**src/rtl/hfa_pkg.sv**
```systemverilog
// ----------------------------------------------------------------------------
// hfa_pkg
// Types and codes shared by the hole fit allocator modules.
// ----------------------------------------------------------------------------
package hfa_pkg;

    // command codes
    localparam logic [1:0] CMD_LOAD    = 2'd0;
    localparam logic [1:0] CMD_ALLOC   = 2'd1;
    localparam logic [1:0] CMD_RELEASE = 2'd2;

    // fit mode codes
    localparam logic [1:0] FIT_FIRST = 2'd0;
    localparam logic [1:0] FIT_BEST  = 2'd1;
    localparam logic [1:0] FIT_WORST = 2'd2;

    // status codes
    localparam logic [1:0] ST_DONE   = 2'd0;
    localparam logic [1:0] ST_NO_FIT = 2'd1;
    localparam logic [1:0] ST_FULL   = 2'd2;

    localparam logic [20:0] SUM_MAX = 21'h1FFFFF;

    typedef struct packed {
        logic [1:0]  command;
        logic [15:0] item_size;
    } t_item;

    typedef struct packed {
        logic [1:0]  status;
        logic        granted;
        logic [4:0]  hole_index;
        logic [15:0] hole_length;
        logic [15:0] leftover;
        logic [20:0] internal_sum;
        logic [20:0] external_sum;
    } t_result;

    typedef enum logic [1:0] {
        S_IDLE,
        S_SCAN,
        S_DRAIN,
        S_FINISH
    } t_state;

    // controller to datapath
    typedef struct packed {
        logic accept;
        logic scan;
        logic finish;
    } t_ctl_cmd;

    // datapath to controller
    typedef struct packed {
        logic new_scan;
        logic scan_last;
    } t_dp_stat;

    function automatic logic [20:0] clip_sum(input logic [63:0] v);
        return (v > 64'(SUM_MAX)) ? SUM_MAX : v[20:0];
    endfunction

endpackage

```
**src/rtl/hfa_ram.sv**
```systemverilog
// ----------------------------------------------------------------------------
// hfa_ram
// Generic simple dual-port RAM, one write port and one registered read port.
// ----------------------------------------------------------------------------
module hfa_ram #(
    parameter int WIDTH = 16,
    parameter int DEPTH = 32
) (
    input  logic                     i_clk,
    input  logic                     i_we,
    input  logic [$clog2(DEPTH)-1:0] i_waddr,
    input  logic [WIDTH-1:0]         i_wdata,
    input  logic [$clog2(DEPTH)-1:0] i_raddr,
    output logic [WIDTH-1:0]         o_rdata
);

    logic [WIDTH-1:0] r_mem [DEPTH];
    logic [WIDTH-1:0] r_rdata;

    always_ff @(posedge i_clk) begin
        if (i_we) begin
            r_mem[i_waddr] <= i_wdata;
        end
        r_rdata <= r_mem[i_raddr];
    end

    assign o_rdata = r_rdata;

endmodule

```
**src/rtl/hfa_ctrl.sv**
```systemverilog
// ----------------------------------------------------------------------------
// hfa_ctrl
// Sequencer: accepts a transaction, runs the hole scan for allocates on a
// non-empty table, then commits the update and the result.
// ----------------------------------------------------------------------------
module hfa_ctrl (
    input  logic              i_clk,
    input  logic              i_rst_n,
    input  logic              i_start,
    input  hfa_pkg::t_dp_stat i_stat,
    output hfa_pkg::t_ctl_cmd o_cmd,
    output logic              o_busy
);

    hfa_pkg::t_state r_state;
    hfa_pkg::t_state n_state;

    always_ff @(posedge i_clk) begin
        if (!i_rst_n) begin
            r_state <= hfa_pkg::S_IDLE;
        end else begin
            r_state <= n_state;
        end
    end

    always_comb begin
        n_state = r_state;
        o_cmd   = '0;
        o_busy  = 1'b1;
        unique case (r_state)
            hfa_pkg::S_IDLE: begin
                o_busy = 1'b0;
                if (i_start) begin
                    o_cmd.accept = 1'b1;
                    n_state = i_stat.new_scan ? hfa_pkg::S_SCAN : hfa_pkg::S_FINISH;
                end
            end
            hfa_pkg::S_SCAN: begin
                o_cmd.scan = 1'b1;
                if (i_stat.scan_last) begin
                    n_state = hfa_pkg::S_DRAIN;
                end
            end
            // last read word is compared here
            hfa_pkg::S_DRAIN: begin
                n_state = hfa_pkg::S_FINISH;
            end
            hfa_pkg::S_FINISH: begin
                o_cmd.finish = 1'b1;
                n_state = hfa_pkg::S_IDLE;
            end
            default: begin
                n_state = hfa_pkg::S_IDLE;
            end
        endcase
    end

endmodule

```
**src/rtl/hfa_dp.sv**
```systemverilog
// ----------------------------------------------------------------------------
// hfa_dp
// Datapath: hole size RAM, used marks, scan compare, totals and the result
// register.
// ----------------------------------------------------------------------------
module hfa_dp #(
    parameter int HOLES     = 32,
    parameter int SIZE_BITS = 16
) (
    input  logic              i_clk,
    input  logic              i_rst_n,
    input  hfa_pkg::t_item    i_item,
    input  logic [1:0]        i_fit_mode,
    input  hfa_pkg::t_ctl_cmd i_cmd,
    output hfa_pkg::t_dp_stat o_stat,
    output logic              o_done,
    output hfa_pkg::t_result  o_result
);

    localparam int IDX_W = $clog2(HOLES);
    localparam int CNT_W = $clog2(HOLES + 1);
    localparam int TOT_W = SIZE_BITS + IDX_W;

    logic [1:0]           r_cmd;
    logic [SIZE_BITS-1:0] r_size;
    logic [IDX_W-1:0]     r_cnt;
    logic                 r_cmp_vld;
    logic [IDX_W-1:0]     r_cmp_idx;
    logic                 r_found;
    logic [IDX_W-1:0]     r_pick_idx;
    logic [SIZE_BITS-1:0] r_pick_size;
    logic                 r_used [HOLES];
    logic [CNT_W-1:0]     r_loaded;
    logic [TOT_W-1:0]     r_int_tot;
    logic [TOT_W-1:0]     r_ext_tot;
    logic [TOT_W-1:0]     r_load_tot;
    hfa_pkg::t_result     r_res;
    logic                 r_res_vld;

    logic [SIZE_BITS-1:0] rd_size;
    logic                 fits;
    logic                 take;
    logic                 full;
    logic                 ram_we;

    logic [1:0]           n_status;
    logic                 n_granted;
    logic [IDX_W-1:0]     n_idx;
    logic [SIZE_BITS-1:0] n_len;
    logic [SIZE_BITS-1:0] n_left;
    logic [TOT_W-1:0]     n_int_tot;
    logic [TOT_W-1:0]     n_ext_tot;
    logic [TOT_W-1:0]     n_load_tot;
    logic [CNT_W-1:0]     n_loaded;
    logic                 n_set_used;
    logic                 n_clr_slot;
    logic                 n_clr_all;

    assign full = (32'(r_loaded) >= HOLES);

    assign o_stat.new_scan  = (i_item.command == hfa_pkg::CMD_ALLOC) && (r_loaded != '0);
    assign o_stat.scan_last = ((32'(r_cnt) + 32'd1) == 32'(r_loaded));

    assign ram_we = i_cmd.finish && (r_cmd == hfa_pkg::CMD_LOAD) && !full;

    hfa_ram #(
        .WIDTH (SIZE_BITS),
        .DEPTH (HOLES)
    ) u_sizes (
        .i_clk   (i_clk),
        .i_we    (ram_we),
        .i_waddr (r_loaded[IDX_W-1:0]),
        .i_wdata (r_size),
        .i_raddr (r_cnt),
        .o_rdata (rd_size)
    );

    // candidate selection, one hole per cycle
    always_comb begin
        fits = r_cmp_vld && !r_used[r_cmp_idx] && (rd_size >= r_size);
        take = 1'b0;
        if (fits) begin
            priority if (!r_found) begin
                take = 1'b1;
            end else if (i_fit_mode == hfa_pkg::FIT_BEST) begin
                take = (rd_size < r_pick_size);
            end else if (i_fit_mode == hfa_pkg::FIT_WORST) begin
                take = (rd_size >= r_pick_size);
            end else begin
                take = 1'b0;
            end
        end
    end

    // commit values
    always_comb begin
        n_status   = hfa_pkg::ST_DONE;
        n_granted  = 1'b0;
        n_idx      = '0;
        n_len      = '0;
        n_left     = '0;
        n_int_tot  = r_int_tot;
        n_ext_tot  = r_ext_tot;
        n_load_tot = r_load_tot;
        n_loaded   = r_loaded;
        n_set_used = 1'b0;
        n_clr_slot = 1'b0;
        n_clr_all  = 1'b0;
        unique case (r_cmd)
            hfa_pkg::CMD_LOAD: begin
                if (full) begin
                    n_status = hfa_pkg::ST_FULL;
                end else begin
                    n_idx      = r_loaded[IDX_W-1:0];
                    n_ext_tot  = r_ext_tot + TOT_W'(r_size);
                    n_load_tot = r_load_tot + TOT_W'(r_size);
                    n_loaded   = r_loaded + CNT_W'(1);
                    n_clr_slot = 1'b1;
                end
            end
            hfa_pkg::CMD_ALLOC: begin
                if (r_found) begin
                    n_granted  = 1'b1;
                    n_idx      = r_pick_idx;
                    n_len      = r_pick_size;
                    n_left     = r_pick_size - r_size;
                    n_int_tot  = r_int_tot + TOT_W'(n_left);
                    n_ext_tot  = r_ext_tot - TOT_W'(r_pick_size);
                    n_set_used = 1'b1;
                end else begin
                    n_status = hfa_pkg::ST_NO_FIT;
                end
            end
            hfa_pkg::CMD_RELEASE: begin
                n_int_tot = '0;
                n_ext_tot = r_load_tot;
                n_clr_all = 1'b1;
            end
            default: begin
            end
        endcase
    end

    // control state
    always_ff @(posedge i_clk) begin
        if (!i_rst_n) begin
            for (int k = 0; k < HOLES; k++) begin
                r_used[k] <= 1'b0;
            end
            r_loaded   <= '0;
            r_int_tot  <= '0;
            r_ext_tot  <= '0;
            r_load_tot <= '0;
            r_cmp_vld  <= 1'b0;
            r_found    <= 1'b0;
            r_res_vld  <= 1'b0;
        end else begin
            r_cmp_vld <= i_cmd.scan;
            r_res_vld <= i_cmd.finish;
            if (i_cmd.accept) begin
                r_found <= 1'b0;
            end else if (take) begin
                r_found <= 1'b1;
            end
            if (i_cmd.finish) begin
                r_loaded   <= n_loaded;
                r_int_tot  <= n_int_tot;
                r_ext_tot  <= n_ext_tot;
                r_load_tot <= n_load_tot;
                if (n_clr_all) begin
                    for (int k = 0; k < HOLES; k++) begin
                        r_used[k] <= 1'b0;
                    end
                end else if (n_clr_slot) begin
                    r_used[n_idx] <= 1'b0;
                end else if (n_set_used) begin
                    r_used[n_idx] <= 1'b1;
                end
            end
        end
    end

    // payload
    always_ff @(posedge i_clk) begin
        if (i_cmd.accept) begin
            r_cmd  <= i_item.command;
            r_size <= SIZE_BITS'(i_item.item_size);
            r_cnt  <= '0;
        end else if (i_cmd.scan) begin
            r_cnt <= r_cnt + IDX_W'(1);
        end
        if (i_cmd.scan) begin
            r_cmp_idx <= r_cnt;
        end
        if (take) begin
            r_pick_idx  <= r_cmp_idx;
            r_pick_size <= rd_size;
        end
        if (i_cmd.finish) begin
            r_res.status       <= n_status;
            r_res.granted      <= n_granted;
            r_res.hole_index   <= 5'(32'(n_idx));
            r_res.hole_length  <= 16'(32'(n_len));
            r_res.leftover     <= 16'(32'(n_left));
            r_res.internal_sum <= hfa_pkg::clip_sum(64'(n_int_tot));
            r_res.external_sum <= hfa_pkg::clip_sum(64'(n_ext_tot));
        end
    end

    assign o_done   = r_res_vld;
    assign o_result = r_res;

endmodule

```
**src/rtl/hole_fit_allocator_top.sv**
```systemverilog
// ----------------------------------------------------------------------------
// hole_fit_allocator_top
// Hole table allocator with first, best and worst fit placement.
// ----------------------------------------------------------------------------
// A transaction is taken when i_start is high and o_busy is low; its result
// appears on o_result for one cycle with o_done high and cannot be held off.
// Load, release and unused commands go from accept straight to the commit
// state, and so does an allocate on an empty table. Otherwise an allocate
// scans the loaded holes: the hole sizes sit in a RAM with a single
// registered read port, so the scan reads one hole per cycle; then the drain
// state compares the last word and the finish state commits the update.
// fit_mode is written through i_cfg_we / i_cfg_wdata; the user must write it
// only while the block is idle, as the block itself does not enforce this.
module hole_fit_allocator_top #(
    parameter int HOLES     = 32,
    parameter int SIZE_BITS = 16
) (
    input  logic             i_clk,
    input  logic             i_rst_n,
    input  logic             i_start,
    input  hfa_pkg::t_item   i_item,
    output logic             o_busy,
    output logic             o_done,
    output hfa_pkg::t_result o_result,
    input  logic             i_cfg_we,
    input  logic [1:0]       i_cfg_wdata
);

    logic [1:0]        r_fit_mode;
    hfa_pkg::t_ctl_cmd ctl_cmd;
    hfa_pkg::t_dp_stat dp_stat;

    always_ff @(posedge i_clk) begin
        if (!i_rst_n) begin
            r_fit_mode <= hfa_pkg::FIT_FIRST;
        end else if (i_cfg_we) begin
            r_fit_mode <= i_cfg_wdata;
        end
    end

    hfa_ctrl u_ctrl (
        .i_clk   (i_clk),
        .i_rst_n (i_rst_n),
        .i_start (i_start),
        .i_stat  (dp_stat),
        .o_cmd   (ctl_cmd),
        .o_busy  (o_busy)
    );

    hfa_dp #(
        .HOLES     (HOLES),
        .SIZE_BITS (SIZE_BITS)
    ) u_dp (
        .i_clk      (i_clk),
        .i_rst_n    (i_rst_n),
        .i_item     (i_item),
        .i_fit_mode (r_fit_mode),
        .i_cmd      (ctl_cmd),
        .o_stat     (dp_stat),
        .o_done     (o_done),
        .o_result   (o_result)
    );

    // an accepted transaction keeps the block busy for the next cycle
    a_accept_busy: assert property (@(posedge i_clk) disable iff (!i_rst_n)
        (i_start && !o_busy) |=> o_busy)
        else $error("block not busy after accept");

    // a result is only shown once the sequencer is back to idle
    a_done_idle: assert property (@(posedge i_clk) disable iff (!i_rst_n)
        o_done |-> !o_busy)
        else $error("result strobe while busy");

    // a grant always reports done status
    a_grant_status: assert property (@(posedge i_clk) disable iff (!i_rst_n)
        (o_done && o_result.granted) |-> (o_result.status == hfa_pkg::ST_DONE))
        else $error("grant with failure status");

    // no grant means no hole length and no leftover
    a_nogrant_zero: assert property (@(posedge i_clk) disable iff (!i_rst_n)
        (o_done && !o_result.granted)
            |-> (o_result.hole_length == '0 && o_result.leftover == '0))
        else $error("length or leftover without grant");

endmodule
```
**config.mk**
```make
export PLATFORM = sky130hd
export DESIGN_NAME = hole_fit_allocator_top
export DESIGN_NICKNAME = d
export VERILOG_FILES = /design/src/rtl/hfa_pkg.sv /design/src/rtl/hfa_ram.sv /design/src/rtl/hfa_ctrl.sv /design/src/rtl/hfa_dp.sv /design/src/rtl/hole_fit_allocator_top.sv
export SDC_FILE = /design/constraint.sdc
export NUM_CORES = 1
export LEC_CHECK = 0
export BUFFER_PORTS_ARGS = -buffer_cell sky130_fd_sc_hd__buf_2
export CORE_ASPECT_RATIO = 0.7
export CORE_MARGIN = 5
export CORE_UTILIZATION = 40
export CTS_BUF_LIST = sky130_fd_sc_hd__clkbuf_2
export CTS_CLUSTER_DIAMETER = 200
export DETAILED_ROUTE_END_ITERATION = 8
export PLACE_DENSITY = 0.61
export SLEW_MARGIN = 40
export SYNTH_ARGS = -nofsm -noshare
export SYNTH_HDL_FRONTEND = slang
export SYNTH_SLANG_ARGS = --single-unit
```
**constraint.sdc**
```tcl
create_clock -name i_clk -period 4.5 [get_ports i_clk]
set_clock_uncertainty 0.2 [all_clocks]
set_input_delay 0.45 -clock i_clk [delete_from_list [all_inputs] [get_ports i_clk]]
set_output_delay 0.45 -clock i_clk [all_outputs]
set_load 0.02 [all_outputs]
```
==> impl_metrics.toml <==
[logic_synthesis]
ys_ff_latch = 772
syn_nets = 2421
synth_area_mm2 = 0.0344
synth_cell_types = 81
yosysSeqAreaShare_pct = 64.0
synth-edff-count = 653
synth-main-ff-cell = "edfxtp_1"
postSynth.asyncResetShare_pct = 0
ys.warnings.count = 0
syn_inst = 2264
syn_avg_cell_area_um2 = 15.2

[cells_and_area]
stdcell_area_mm2 = 0.0391
fin_util_pct = 46.2
area_growth_pct = 13.9
nets = 2774
layout_commonest_cell = "edfxtp_1"
final_cell_mix = "edfxtp_1 (653), clkbuf_2 (271), mux4_2 (170)"
drive_gt1_share_pct = 27.4

[min_path]
hold_path_class = "register to register"
hold-path-cell-count = 0
worstHoldStart = "u_dp.u_sizes.o_rdata[0]$_DFF_P_"
hold_path_end = "u_dp.r_pick_size[0]$_DFFE_PP_"

[sta]
period_share_pct = 97.5
worst_pin_slew_ns = 0.880
finalHoldWorstSlack_ns = 0.254
min_period_ns = 4.39
hold_viol_final = 0
fmax_mhz = 228
setup_violations = 0
slew_headroom_pct = 41.3
slew_viol_final = 0

[pwr]
power_frac_seq_pct = 47.9
ir_drop_v = 0.000255
p_leak_uw = 0.0138
switching_share_pct = 32.7
power_frac_comb_pct = 26.8
p_per_area_mw_per_mm2 = 464
power.switching_uw = 5940
intPower_uw = 12200
finalPower_uw = 18200
p_clk_share_pct = 25.3

[critical_path]
cp_slowest_cell = "nor4b_4"
critPathArrivalTime_ns = 5.26
crit_type = "register to register"
r2r_slack_ns = 0.11
cp_slowest_stage_delay_ns = 0.39
cp-start-kind = "register"
crit_start = "u_dp.r_pick_size[0]$_DFFE_PP_"
path_max_fanout = 3
cp_cell_sequence = "inv_1 -> ha_1 -> fa_2 -> nor2b_1 -> o21a_1 -> o21ai_1 -> a21oi_2 -> a41oi_2 -> a211o_1 -> xnor2_2 -> ha_1 -> a21oi_2 -> nand2b_1 -> nor4b_4 -> o31ai_4 -> a21oi_2 -> nor3b_2 -> xnor2_1 -> nor2_1"
reg2reg_to = "u_dp.o_result[38]$_DFFE_PP_"
end_kind = "register"
worstReg2RegStart = "u_dp.r_pick_size[0]$_DFFE_PP_"
reg2regPathDepth = 19
required_ns = 5.37
cp_common_cell = "a21oi_2"

[clock_network]
cts_tree = "built"
cts_root_buf = "clkbuf_2"
clk_pin_slew_ns = 0.11
clock-sinks = 772
clk_latency_ns = 1.40
cts_buffer_depth = 3
numCtsBuffers = 180
htree_num_levels = 4

[routing]
dr.pass1.iters = 6
ant_nets = 0
post_drt_wl_per_cell_um = 23.1
post-route-drc-count = 0
totalWireLength_um = 90300
drt_iter0_markers = 1791
viasPerCell = 5.53
vias = 21600

[job]
cap_violations = 0

[floorplanning]
coreArea_mm2 = 0.0847
die_x_um = 360
start_util_pct = 40.5
ios = 108
dieArea_mm2 = 0.0920
placementRows = 89
die_h_um = 255

[global_route]
grt_max_degree = 66
grt_pass1_wl_um = 134000
grt_pass1_vias = 21700
antenna_found_initial = 6
track_usage_pct = 19.5
grt.overflow.total = 0

[placement]
gp_congestion = 0.852
numPortBuffers = 107
place_hpwl_um = 60300
placedInstanceArea_mm2 = 0.0368

[run_status]
outcome = "finished, final reports clean"
state kept, by name, indices dropped and copies added, names as in the netlist, 2 cells and up, named ones only:
register	cells
u_dp.r_size	16
u_dp.r_cnt	5
u_dp.u_sizes.o_rdata	16
u_dp.r_pick_size	16
u_dp.r_loaded	6
u_dp.r_cmd	2
u_dp.r_int_tot	21
r_fit_mode	2
u_dp.r_ext_tot	21
u_dp.o_result	82
u_dp.r_pick_idx	5
u_dp.r_cmp_idx	5
u_dp.u_sizes.r_mem	512
u_dp.r_used	32
u_ctrl.r_state	2
u_dp.r_load_tot	21
cell families after synthesis:
family / share of synthesized area, %
flip-flops: 64.0
AND/OR/NAND/NOR: 6.71
adder cells (fa/ha/maj): 4.95
XOR/XNOR: 2.04
buffers and inverters: 1.96
multiplexers: 12.4
AO/OA/AOI/OAI: 7.90
what timing repair did:
action                     4_1_cts  5_1_grt
setup endpoints to repair        4       19
cloned                           0        0
pin swaps                        0       12
hold buffers                    56        1
buffers inserted                 0        3
resized for setup                2       11
hold endpoints to repair       154        5
power groups by stage:
stage               Sequential, µW  Clock [µW]  Combinational, µW
floorplan                     8860           0               3190
global placement              8850           0               4680
detailed placement            8860           0               4760
CTS                           8700        4740               4840
global route                  8740        5110               5270
finish                        8700        4590               4870
metrics by stage:
stage / setup WS, ns / std cells / setup TNS (ns)
detailed placement: -0.132 / 3512 / -0.296
global route: -0.0355 / 3904 / -0.0722
global placement: -0.0580 / 3512 / -0.111
floorplan: 0.0270 / 2264 / 0
finish: 0.112 / 3905 / 0
CTS: 0.000292 / 3897 / 0
routing by layer:
layer,global-route usage (%),vias to the layer above,wire [µm]
li1,-,9677,-
met5,0,-,0
met4,6.02,0,1620
met3,5.48,123,7880
met2,28.2,881,39100
met1,28.6,10900,41700
how the worst max path moves through the flow:
stage,to,cells past startpoint
after floorplan,u_dp.o_result[40]$_DFFE_PP_,18
after global placement,u_dp.o_result[40]$_DFFE_PP_,19
after detailed placement,u_dp.o_result[38]$_DFFE_PP_,18
after CTS,u_dp.o_result[38]$_DFFE_PP_,19
after global routing,u_dp.o_result[38]$_DFFE_PP_,19
final,u_dp.o_result[38]$_DFFE_PP_,19
worst max-delay path: cells and delay by family, from the launching register on:
family	cells	cell delay, ns
xor gates and xnor gates	2	0.35
buffers and inverters	1	0.07
and+or+nand+nor	5	0.79
DFF	1	0.37
adders and majority gates	3	0.87
AOI/OAI and AO/OA	8	1.50
cells in the mapped netlist, types with 39 or more instances:
master,n,area share [%]
ha_1,128,4.7
nor2_1,161,1.8
dfxtp_1,119,6.9
inv_1,74,0.81
nor3_1,39,0.57
a21oi_1,106,1.5
nand2_1,114,1.2
clkbuf_1,68,0.74
xnor2_1,47,1.2
nand3_1,45,0.66
mux4_2,170,11
edfxtp_1,653,57
o21ai_0,96,1.4
cell type report:
| class | instances | area (µm²) |
|---|---|---|
| fillers | 7399 | 45600 |
| flip-flops and latches | 772 | 22000 |
| multi-input cells | 1317 | 11800 |
| repair buffers | 270 | 1930 |
| well taps | 1137 | 1420 |
| clock buffers | 271 | 1360 |
| clock inverters | 58 | 327 |
| inverters | 76 | 285 |
| diodes | 4 | 10.0 |
(Power assumes the default switching activity.)
